--- config.mk ---
export PLATFORM = sky130hd
export DESIGN_NAME = iwo_front
export DESIGN_NICKNAME = d
export VERILOG_FILES = /design/src/design/iwo_pkg.sv /design/src/design/iwo_front.sv
export SDC_FILE = /design/constraint.sdc
export NUM_CORES = 1
export LEC_CHECK = 0
export BUFFER_PORTS_ARGS = -buffer_cell sky130_fd_sc_hd__buf_2
export CORE_ASPECT_RATIO = 0.9
export CORE_MARGIN = 1.5
export CORE_UTILIZATION = 32
export CTS_BUF_LIST = sky130_fd_sc_hd__clkbuf_4 sky130_fd_sc_hd__clkbuf_8
export CTS_CLUSTER_DIAMETER = 30
export DETAILED_ROUTE_END_ITERATION = 8
export PLACE_DENSITY = 0.61
export SYNTH_ARGS = -nofsm -noshare
export SYNTH_HDL_FRONTEND = slang
export SYNTH_SLANG_ARGS = --single-unit
--- constraint.sdc ---
create_clock -name clk_i -period 4.6 [get_ports clk_i]
set_clock_uncertainty 0.15 [all_clocks]
set_input_delay 0.69 -clock clk_i [delete_from_list [all_inputs] [get_ports clk_i]]
set_output_delay 0.69 -clock clk_i [all_outputs]
set_load 0.005 [all_outputs]
--- src/design/iwo_pkg.sv ---
// ----------------------------------------------------------------------------
// iwo_pkg: shared types and constants of the wavetable oscillator
// Table geometry, phase format, queue entry and configuration bundle.
// ----------------------------------------------------------------------------
package iwo_pkg;

  localparam int TABLE_DEPTH = 4096;
  localparam int IDX_W       = $clog2(TABLE_DEPTH + 1);
  localparam int FRAC_BITS   = 20;
  localparam int INCR_W      = 32;
  localparam int WORD_W      = 16;
  localparam int CNT_W       = 32;
  localparam int PROD_W      = WORD_W + 1 + FRAC_BITS + 1;
  localparam int SCALED_W    = 2 * WORD_W;
  localparam int KCNT_W      = $clog2(IDX_W);
  localparam int TDATA_IN_W  = 32;
  localparam int TDATA_OUT_W = 16;
  localparam int FUNC_W      = 2;

  // Register addresses (word index on the configuration port)
  localparam logic [1:0] REG_PHASE_INCR   = 2'd0;
  localparam logic [1:0] REG_AMPLITUDE    = 2'd1;
  localparam logic [1:0] REG_TABLE_LEN    = 2'd2;
  localparam logic [1:0] REG_SAMPLE_COUNT = 2'd3;

  typedef enum logic [FUNC_W-1:0] {
    OP_WRITE   = 2'd0,
    OP_TICK    = 2'd1,
    OP_RESTART = 2'd2
  } op_e;

  typedef struct packed {
    op_e                       op;
    logic [IDX_W-1:0]          index;
    logic signed [WORD_W-1:0]  value;
  } qent_t;

  typedef struct packed {
    logic [INCR_W-1:0]         phase_incr;
    logic signed [WORD_W-1:0]  amplitude;
    logic [IDX_W-1:0]          table_len;
    logic [CNT_W-1:0]          sample_count;
  } cfg_t;

endpackage

--- src/design/iwo_front.sv ---
// ----------------------------------------------------------------------------
// iwo_front: input stage of the wavetable oscillator
// Accepts stream items, drops meaningless ones and queues the rest.
// ----------------------------------------------------------------------------
module iwo_front (
  input  logic                         clk_i,
  input  logic                         rst_ni,
  input  logic                         s_axis_tvalid,
  output logic                         s_axis_tready,
  input  logic [iwo_pkg::TDATA_IN_W-1:0] s_axis_tdata,
  input  logic [iwo_pkg::FUNC_W-1:0]   s_axis_tuser,
  output logic                         q_valid_o,
  output iwo_pkg::qent_t               q_entry_o,
  input  logic                         q_pop_i
);
  import iwo_pkg::*;

  qent_t       fifo_q [2];
  logic        wr_ptr_q, rd_ptr_q;
  logic [1:0]  count_q, count_d;
  logic        accept, keep, push;
  qent_t       entry;

  assign s_axis_tready = (count_q != 2'd2);
  assign accept        = s_axis_tvalid && s_axis_tready;

  always_comb begin
    entry.op    = op_e'(s_axis_tuser);
    entry.index = s_axis_tdata[IDX_W-1:0];
    entry.value = s_axis_tdata[IDX_W+WORD_W-1:IDX_W];
    case (s_axis_tuser)
      OP_WRITE:   keep = (entry.index <= IDX_W'(TABLE_DEPTH));
      OP_TICK:    keep = 1'b1;
      OP_RESTART: keep = 1'b1;
      default:    keep = 1'b0;
    endcase
  end

  assign push      = accept && keep;
  assign q_valid_o = (count_q != 2'd0);
  assign q_entry_o = fifo_q[rd_ptr_q];

  always_comb begin
    count_d = count_q;
    if (push && !(q_pop_i && q_valid_o)) begin
      count_d = count_q + 2'd1;
    end else if (!push && q_pop_i && q_valid_o) begin
      count_d = count_q - 2'd1;
    end
  end

  always_ff @(posedge clk_i or negedge rst_ni) begin
    if (!rst_ni) begin
      wr_ptr_q <= 1'b0;
      rd_ptr_q <= 1'b0;
      count_q  <= 2'd0;
    end else begin
      count_q <= count_d;
      if (push) begin
        wr_ptr_q <= ~wr_ptr_q;
      end
      if (q_pop_i && q_valid_o) begin
        rd_ptr_q <= ~rd_ptr_q;
      end
    end
  end

  always_ff @(posedge clk_i) begin
    if (push) begin
      fifo_q[wr_ptr_q] <= entry;
    end
  end

endmodule

======== Word level (Yosys, flattened, before mapping) ========
Memory sizes are Yosys's and may differ from the RTL's.
Index checks and enable logic that the tools add are counted.
W data, S select, Z words.
word-level totals
  flip-flop bits (word level) ............. 4
  bits in writable memories ............... 62
  input bits .............................. 38
  memories ................................ 1
operators by class
  $add $sub $neg .......................... 2
  order comparisons ....................... 1
  equal/unequal tests ..................... 3
  multiplexer cells ....................... 5
  bitwise operators ....................... 2
  reduce and logical (&&, ||, !) cells .... 12
memory list
  memory  words  bits a word  read ports  clocked after Yosys merged registers in  write ports  line             source
  fifo_q  2      31           1           0                                        1            iwo_front.sv:18  qent_t fifo_q [2];
operators by type and width
  kind                    count
  $le A13 B13 Y1 const B  1
  $logic_and A1 B1 Y1     6
  $mux W2                 2
  $reduce_bool A2 Y1      2
  $add A2 B1 Y2 const B   1
  $eq A2 B1 Y1 const B    1
  $eq A2 B2 Y1 const B    1
  $logic_not A1 Y1        2
  $logic_not A2 Y1        1
  $mux W1                 2
  $ne A2 B2 Y1 const B    1
  $not A1 Y1              2
  $pmux W1 S2             1
  $reduce_or A2 Y1        1
  $sub A2 B1 Y2 const B   1

======== Longest topological paths before layout ========
Gate-level depths: netlist of the first run.
  depth in word-level cells ............... 9
  mapped depth ............................ 6

======== Worst setup path after synthesis of the first run ========
No wires, ideal clock.
  path type ............................... input -> register
  start ................................... in s_axis_tuser[0] (netlist bit)
  end ..................................... mem fifo_q[1][0] (netlist bit) (enable)
  arrival ................................. 2290 ps
  data required time ...................... 4059 ps
  slack ................................... 1769 ps
  stages .................................. 5
  path buffers ............................ 0
  path through ............................ ha_1 > nor4b_2 > nand4_2 > a21oi_2 > and2_1
on the way
  longest elaborated chain between the ends .. 6
  elaborated cells on any way between the ends .. 8
  classes of those cells .................. eq/ne: 2; mux: 3; reduce/logical: 3
ends and longest elaborated chain
  item                                          line             source
  from (decl)                                   iwo_front.sv:11  input logic [iwo_pkg::FUNC_W-1:0] s_axis_tuser,
  $eq A2 B2 Y1 or $eq A2 B1 Y1 (tied branches)  iwo_front.sv:31  case (s_axis_tuser)
  $reduce_or A2 Y1 (no source line)             n/a
  $pmux W1 S2 *                                 iwo_front.sv:31
  $logic_and A1 B1 Y1 *                         iwo_front.sv:39  assign push = accept && keep;
  $mux W1 *                                     iwo_front.sv:69  if (push) begin
  $mux W1 (not written as such) *               iwo_front.sv:70  fifo_q[wr_ptr_q] <= entry;
  to (decl)                                     iwo_front.sv:18
Mark *: on every way between the ends. The rest lies on a longest branch, timed or not.

==> results of run 1 <==
[critical path: cells and delay by family, from the launching register on]
kind / cells / cell delay [ns]
flip-flops: 1 / 0.91
multiplexers: 1 / 0.36
buffers and inverters: 2 / 0.49
[power by group]
part | total [mW] | internal (mW) | leakage (nW) | switching, mW
clock network | 0.527 | 0.313 | 0.114 | 0.215
registers | 0.802 | 0.744 | 0.614 | 0.0585
logic | 0.391 | 0.220 | 0.528 | 0.172
[per-layer routing]
metal / wire (um) / vias up / global-route usage (%)
li1: - / 684 / -
met1: 1920 / 683 / 12.61
met2: 2200 / 57 / 18.81
met3: 402 / 7 / 4.976
met4: 61 / 0 / 5.455
met5: 0 / - / 0
[metrics by stage]
stage / power (mW) / hold slack, ns
2_1_floorplan: 1.040 / 0.2444
3_3_place_gp: 1.213 / 0.3144
3_5_place_dp: 1.215 / 0.3195
4_1_cts: 1.748 / 0.3369
5_1_grt: 1.811 / 0.3619
6_report: 1.721 / 0.3319
[cell usage in the layout, fill, tap and decap left out]
cell,instances
a211o_1,1
a21oi_2,1
a22oi_1,1
and2_1,2
and2b_1,1
and2b_2,1
buf_2,67
buf_4,5
bufinv_16,2
clkbuf_4,1
clkbuf_8,9
clkinv_2,1
clkinv_4,3
dfrtp_1,4
dlygate4sd3_1,1
edfxtp_1,62
ha_1,2
inv_1,5
mux2_1,6
mux2_2,25
nand2_1,2
nand3_1,1
nand4_1,1
nand4_2,1
nor2_1,2
nor2b_1,2
nor3b_1,1
nor4_2,1
nor4_4,1
nor4b_2,1
o2111ai_1,1
o211a_1,1
o21ai_4,1
o221ai_1,1
xnor2_1,1
xor2_1,1
[flip-flops by register name (all words and copies together) (netlist names)]
register,cells
count_q,2
fifo_q,62
rd_ptr_q,1
wr_ptr_q,1
[logic make-up (layout without fill, tap and decap cells)]
logic type / after synthesis / after routing / synth area share [%]
adders and majority gates: 2 / 2 / 0.9637
muxes: 31 / 31 / 13.45
and+or+nand+nor: 17 / 17 / 5.253
AOI/OAI and AO/OA: 7 / 7 / 2.651
xor gates and xnor gates: 2 / 2 / 0.6748
DFF: 66 / 66 / 75.57
buffers and inverters: 9 / 94 / 1.446
[area by class of cell]
cell class | instances | area (sq um)
multi-input combinational | 59 | 596.8
fill | 695 | 4392
tap | 96 | 120.1
timing repair buffer | 73 | 382.9
sequential | 66 | 1962
clock buffer | 10 | 131.4
clock inverter | 6 | 91.34
inverter | 5 | 18.77
[worst max path at each step]
stage / endpoint
3_5_place_dp: fifo_q[1][11]
5_1_grt: q_entry_o[24]
6_report: q_entry_o[25]
3_3_place_gp: fifo_q[1][11]
2_1_floorplan: fifo_q[1][0]
4_1_cts: q_entry_o[25]
[what timing repair did]
| item | CTS | global route |
|---|---|---|
| endpoints found under the hold margin | 4 | 0 |
| buffers inserted | 0 | 0 |
| hold buffers | 1 | 0 |
==> metrics.txt, run 1 <==
status completed; synth cell count leaders edfxtp_1 (62), mux2_2 (25), mux2_1 (6), inv_1 (5), dfrtp_1 (4); Initial Util approximately 34%; RSZ-0062 raised after global routing false; Final ANT Viol Nets 0; GRT Overall Usage 11.30%; Synth area leader edfxtp_1; Post-synth top flop edfxtp_1; Antenna Cells 0; crit path cell chain buf_4, mux2_2, buf_2; final hold violations 0; clk slew on worst S/H paths 0.06 ns; # rows 30; max-cap violations 0; cts repair resizes 0; CP max-delay cell dfrtp_1; Worst Hold Class reg -> reg; distinct cell type count after synthesis 30; Max Freq 339.6 MHz; post-route cell area 0.003303 sq mm; share of the synthesized area in the top cell type between 70 and 80%; Arr. time, crit path between 2 and 2.5 ns; Die H between 80 and 90 um; clock sink total 66; initial detailed-routing violation count ~70; Slew @ Worst Pin a little under 0.9 ns; Cells after Synth approximately 130; IO Pins just over 70; Post-DP Area about 0.003 sq mm; Longest Clk Path Bufs 2; largest net degree at the start of global routing 21; R2R Setup Slk roughly 2.6 ns; register area share after synthesis 75.57%; crit-path max cell delay roughly 0.9 ns; worst-path maximum fanout 20; FF-to-FF End fifo_q[0][24]; Area Overhead vs Synth 27.23%; PwrDens around 520 mW/mm^2; number of port buffers 67; WP data required approximately 3.8 ns; worst vdd ir around 0.00021 V; setup tns final 0 ns; nature of the critical path endpoint output port; fin crit share around 64%; Syn. warnings 0; FF-to-FF Start count_q[1]; number of synthesized flops with an enable pin 62; Nets between 200 and 300; Clock Tree Root clkbuf_8; most frequent cell after synthesis edfxtp_1; GR Overflow Total 0; via count ~1,400; Die ar. 0.008663 sq mm; post-layout util between 40% and 50%; Synth async-reset ratio under 10%; CTS H-tree lvls 3; Final setup viols 0; worst r2r path cells 4; top post-synthesis cells by area edfxtp_1 (72%), mux2_2 (11%), dfrtp_1 (3.9%); WHS Path Cells 1; Worst setup SP type flip-flop; DRC violations left 0; post-layout min period roughly 2.9 ns; cts bufs inserted 9; routability-driven placement congestion ratio ~0.74; Post-Syn Nets roughly 170; Netlist Area Pre-Place around 0.0026 sq mm; P_leak 1.257 nW; dpl hpwl ~3.2 mm; WHS Endpoint wr_ptr_q; Setup WS pre-CTS 1.539 ns; TritonRoute pass-1 iters 4; initial antenna violation count 0; Finished Layout Cells between 300 and 400; max-slew violation count 0; core box area ~0.0077 sq mm; hold path start wr_ptr_q; worst rel slew slack 42.04%; placed cell count approximately 300; vias per cell around 4.5; vias in the first global route approximately 1,500; Crit Path Class reg -> out; first-pass GRT wire length around 7 mm; Die Width about 98 um; layout cells sized above 1 around 55%; Routed WL 4.584 mm; CTS tree done; crit path from rd_ptr_q; syn_area_per_cell roughly 19 sq um; final worst slack approximately 1.7 ns; Clock Latency Late Sink between 0.3 and 0.4 ns; DR WL/cell roughly 15 um; Yosys reg bits 66
No activity file was read; power rests on OpenSTA's default activity.
==> run 2: changes to the inputs <==
==> constraint.sdc (replaced) <==
create_clock -name clk_i -period 2.9 [get_ports clk_i]
set_clock_uncertainty 0.15 [all_clocks]
set_input_delay 0.435 -clock clk_i [delete_from_list [all_inputs] [get_ports clk_i]]
set_output_delay 0.435 -clock clk_i [all_outputs]
set_load 0.005 [all_outputs]
==> run 2 against run 1 <==
  * Sequential power increased by 53%
  * Total power rose by 57%
  * Global-route usage rose by 0.20 points
  * Sequential share of layout area increased by 0.29 points
  * Critical path depth did not move
  * Combinational power rose by 71%
  * Clock power up 52%
  * Wire length grew 1.2%
  * Cell area decreased by 0.49%
  * Via count is 0.35% higher
  * Die area unchanged
  * Count of clock-buffer cells in the layout fell by 1
==> metrics.txt, run 2 (synthesis gave the netlist of run 1 again) <==
crit-path max cell delay 0.41 ns (was 0.91 ns); fin crit share between 70% and 80%; Clock Latency Late Sink 0.33 ns (about the same); clock share of power 29.7% (was 30.7%); Nets 254 (unchanged); first-pass GRT wire length 7.279 mm (was 7.155 mm); initial detailed-routing violation count 36 (was 69); max-cap violations 0 (unchanged); largest register by flop count fifo_q (unchanged); setup tns final 0 ns (unchanged); power share of the combinational group 24.8% (was 22.7%); Layout fillers 712 (was 695); biggest regs fifo_q x62, count_q x2 (unchanged); GRT Overall Usage 11.50% (was 11.30%); via count 1,436 (was 1,431); Crit Path Class reg -> out (unchanged); Max Freq between 400 and 500 MHz; nature of the critical path endpoint output port (unchanged); # rows 30 (unchanged); Largest register FFs 62 (unchanged); Routed WL 4.641 mm (was 4.584 mm); Arr. time, crit path 1.68 ns (was 2.10 ns); switching power 0.6927 mW (was 0.4449 mW); cts bufs inserted 9 (unchanged); Clock Tree Root clkbuf_8 (unchanged); GR Overflow Total 0 (unchanged); part of the power in registers 45.5% (was 46.6%); PwrDens 819.9 mW/mm^2 (was 521.0 mW/mm^2); Sw Share 25.70% (was 25.86%); Die ar. 0.008663 sq mm (unchanged); worst rel slew slack 73.11% (was 42.04%); IO Pins 71 (unchanged); initial antenna violation count 0 (unchanged); cts repair resizes 0 (unchanged); TritonRoute pass-1 iters 4 (unchanged); post-layout min period between 2 and 2.5 ns; final hold violations 0 (unchanged); layout cells sized above 1 54.13% (was 54.79%); Worst setup SP type flip-flop (unchanged); core box area 0.007695 sq mm (unchanged); CTS H-tree lvls 3 (unchanged); Area Overhead vs Synth 26.60% (was 27.23%); WHS Path Cells 1 (unchanged); Worst Hold Class in -> reg (was reg -> reg); Int Pwr 2.002 mW (was 1.276 mW); worst-path maximum fanout 29 (was 20); Crit path max-delay family buffers and inverters (was flip-flops); routability-driven placement congestion ratio 0.6992 (was 0.7397); CP max-delay cell dfrtp_1 (unchanged); Bufs and invs on worst path 2 (unchanged); most common cell after layout, fill and taps aside buf_2 (unchanged); leading cell types in the layout, fill and taps excluded buf_2 (67), edfxtp_1 (62), mux2_2 (25), clkbuf_8 (9), mux2_1 (6) (unchanged); CTS tree done (unchanged); Longest Clk Path Bufs 2 (unchanged); footprint of the multi-input gates 596.8 sq um (unchanged); register area 0.001962 sq mm (unchanged); crit path cell chain buf_4, mux2_2, buf_2 (unchanged); critical path depth in cells 3 (unchanged); largest net degree at the start of global routing 30 (was 21); clock sink total 66 (unchanged); Final ANT Viol Nets 0 (unchanged); number of port buffers 67 (unchanged); RSZ-0062 raised after global routing false (unchanged); hold_buf cts 1 (unchanged); WP data required 2.32 ns (was 3.76 ns); status completed (unchanged); vias per cell 4.573 (was 4.543); post-layout util 42.72% (was 42.93%); dpl hpwl 3.125 mm (was 3.225 mm); Initial Util 33.74% (unchanged); Antenna Cells 0 (unchanged); Final setup viols 0 (unchanged); Slew @ Worst Pin 0.4033 ns (was 0.8694 ns); DRC violations left 0 (unchanged); Die H 88.45 um (unchanged); DR WL/cell 14.78 um (was 14.55 um); clk slew on worst S/H paths 0.07 ns (was 0.06 ns); max-slew violation count 0 (unchanged); postcts setup bufs 0 (unchanged); Die Width 97.95 um (unchanged); Finished Layout Cells 314 (was 315); worst r2r path cells 4 (unchanged); vias in the first global route 1,514 (was 1,465); placed cell count 298 (unchanged); P_leak 1.249 nW (was 1.257 nW); worst vdd ir 0.0003135 V (was 0.0002067 V)
[run 2: changes by cell type in the layout (fill, tap and decap cells not counted), sizes merged]
cell,before,now
clkbuf,10,9
[run 2: worst reg2reg max path, delay by kind of cell (launching register included)]
kind,cells,cell delay (ns)
compound gates,1,0.16
buf+inv,1,0.32
simple gates,2,0.35
flops,1,0.42
[run 2: area by class of cell]
type                       count  area share, %
timing repair buffer          73          11.65
sequential                    66          59.69
clock buffer                   9          3.769
inverter                       5         0.5710
multi-input combinational     59          18.16
clock inverter                 6          2.512
tap                           96          3.654
[run 2: path summary, 6_finish.rpt]
kind | from | to | slack, ns
min in group asynchronous | rst_ni | count_q[0] | 0.29
setup reg to reg | count_q[1] | fifo_q[1][1] | 1.16
hold / removal | s_axis_tdata[25] | fifo_q[1][12] | 0.14
setup / recovery | rd_ptr_q | q_entry_o[25] | 0.64
max in group asynchronous | rst_ni | wr_ptr_q | 2.19
hold reg to reg | wr_ptr_q | wr_ptr_q | 0.34
[run 2: routing by layer]
metal  vias up  wire, um  GRT usage [%]
met1       699      2013          12.91
met2        51      2248          19.62
met3         8       327          5.608
met5         -         0              0
met4         0        52          3.506
li1        678         -              -
[run 2: stage by stage]
| stage | instance area [sq um] | hold WS (ns) | power (mW) | worst slack, ns |
|---|---|---|---|---|
| 2_1_floorplan | 2596 | -0.01059 | 1.649 | 0.3240 |
| 3_3_place_gp | 3070 | 0.09981 | 1.919 | 0.4305 |
| 3_5_place_dp | 3070 | 0.09887 | 1.930 | 0.3644 |
| 4_1_cts | 3287 | 0.1233 | 2.737 | 0.5783 |
| 5_1_grt | 3287 | 0.1173 | 2.838 | 0.5074 |
| 6_report | 3287 | 0.1434 | 2.695 | 0.6389 |
[run 2: power by group through the flow]
stage          Combinational (mW)  Sequential [mW]  Clock, mW
2_1_floorplan               0.418             1.23          0
3_3_place_gp                0.678             1.24          0
3_5_place_dp                0.683             1.25          0
4_1_cts                     0.689             1.23      0.821
5_1_grt                     0.740             1.24      0.857
6_report                    0.668             1.23      0.800
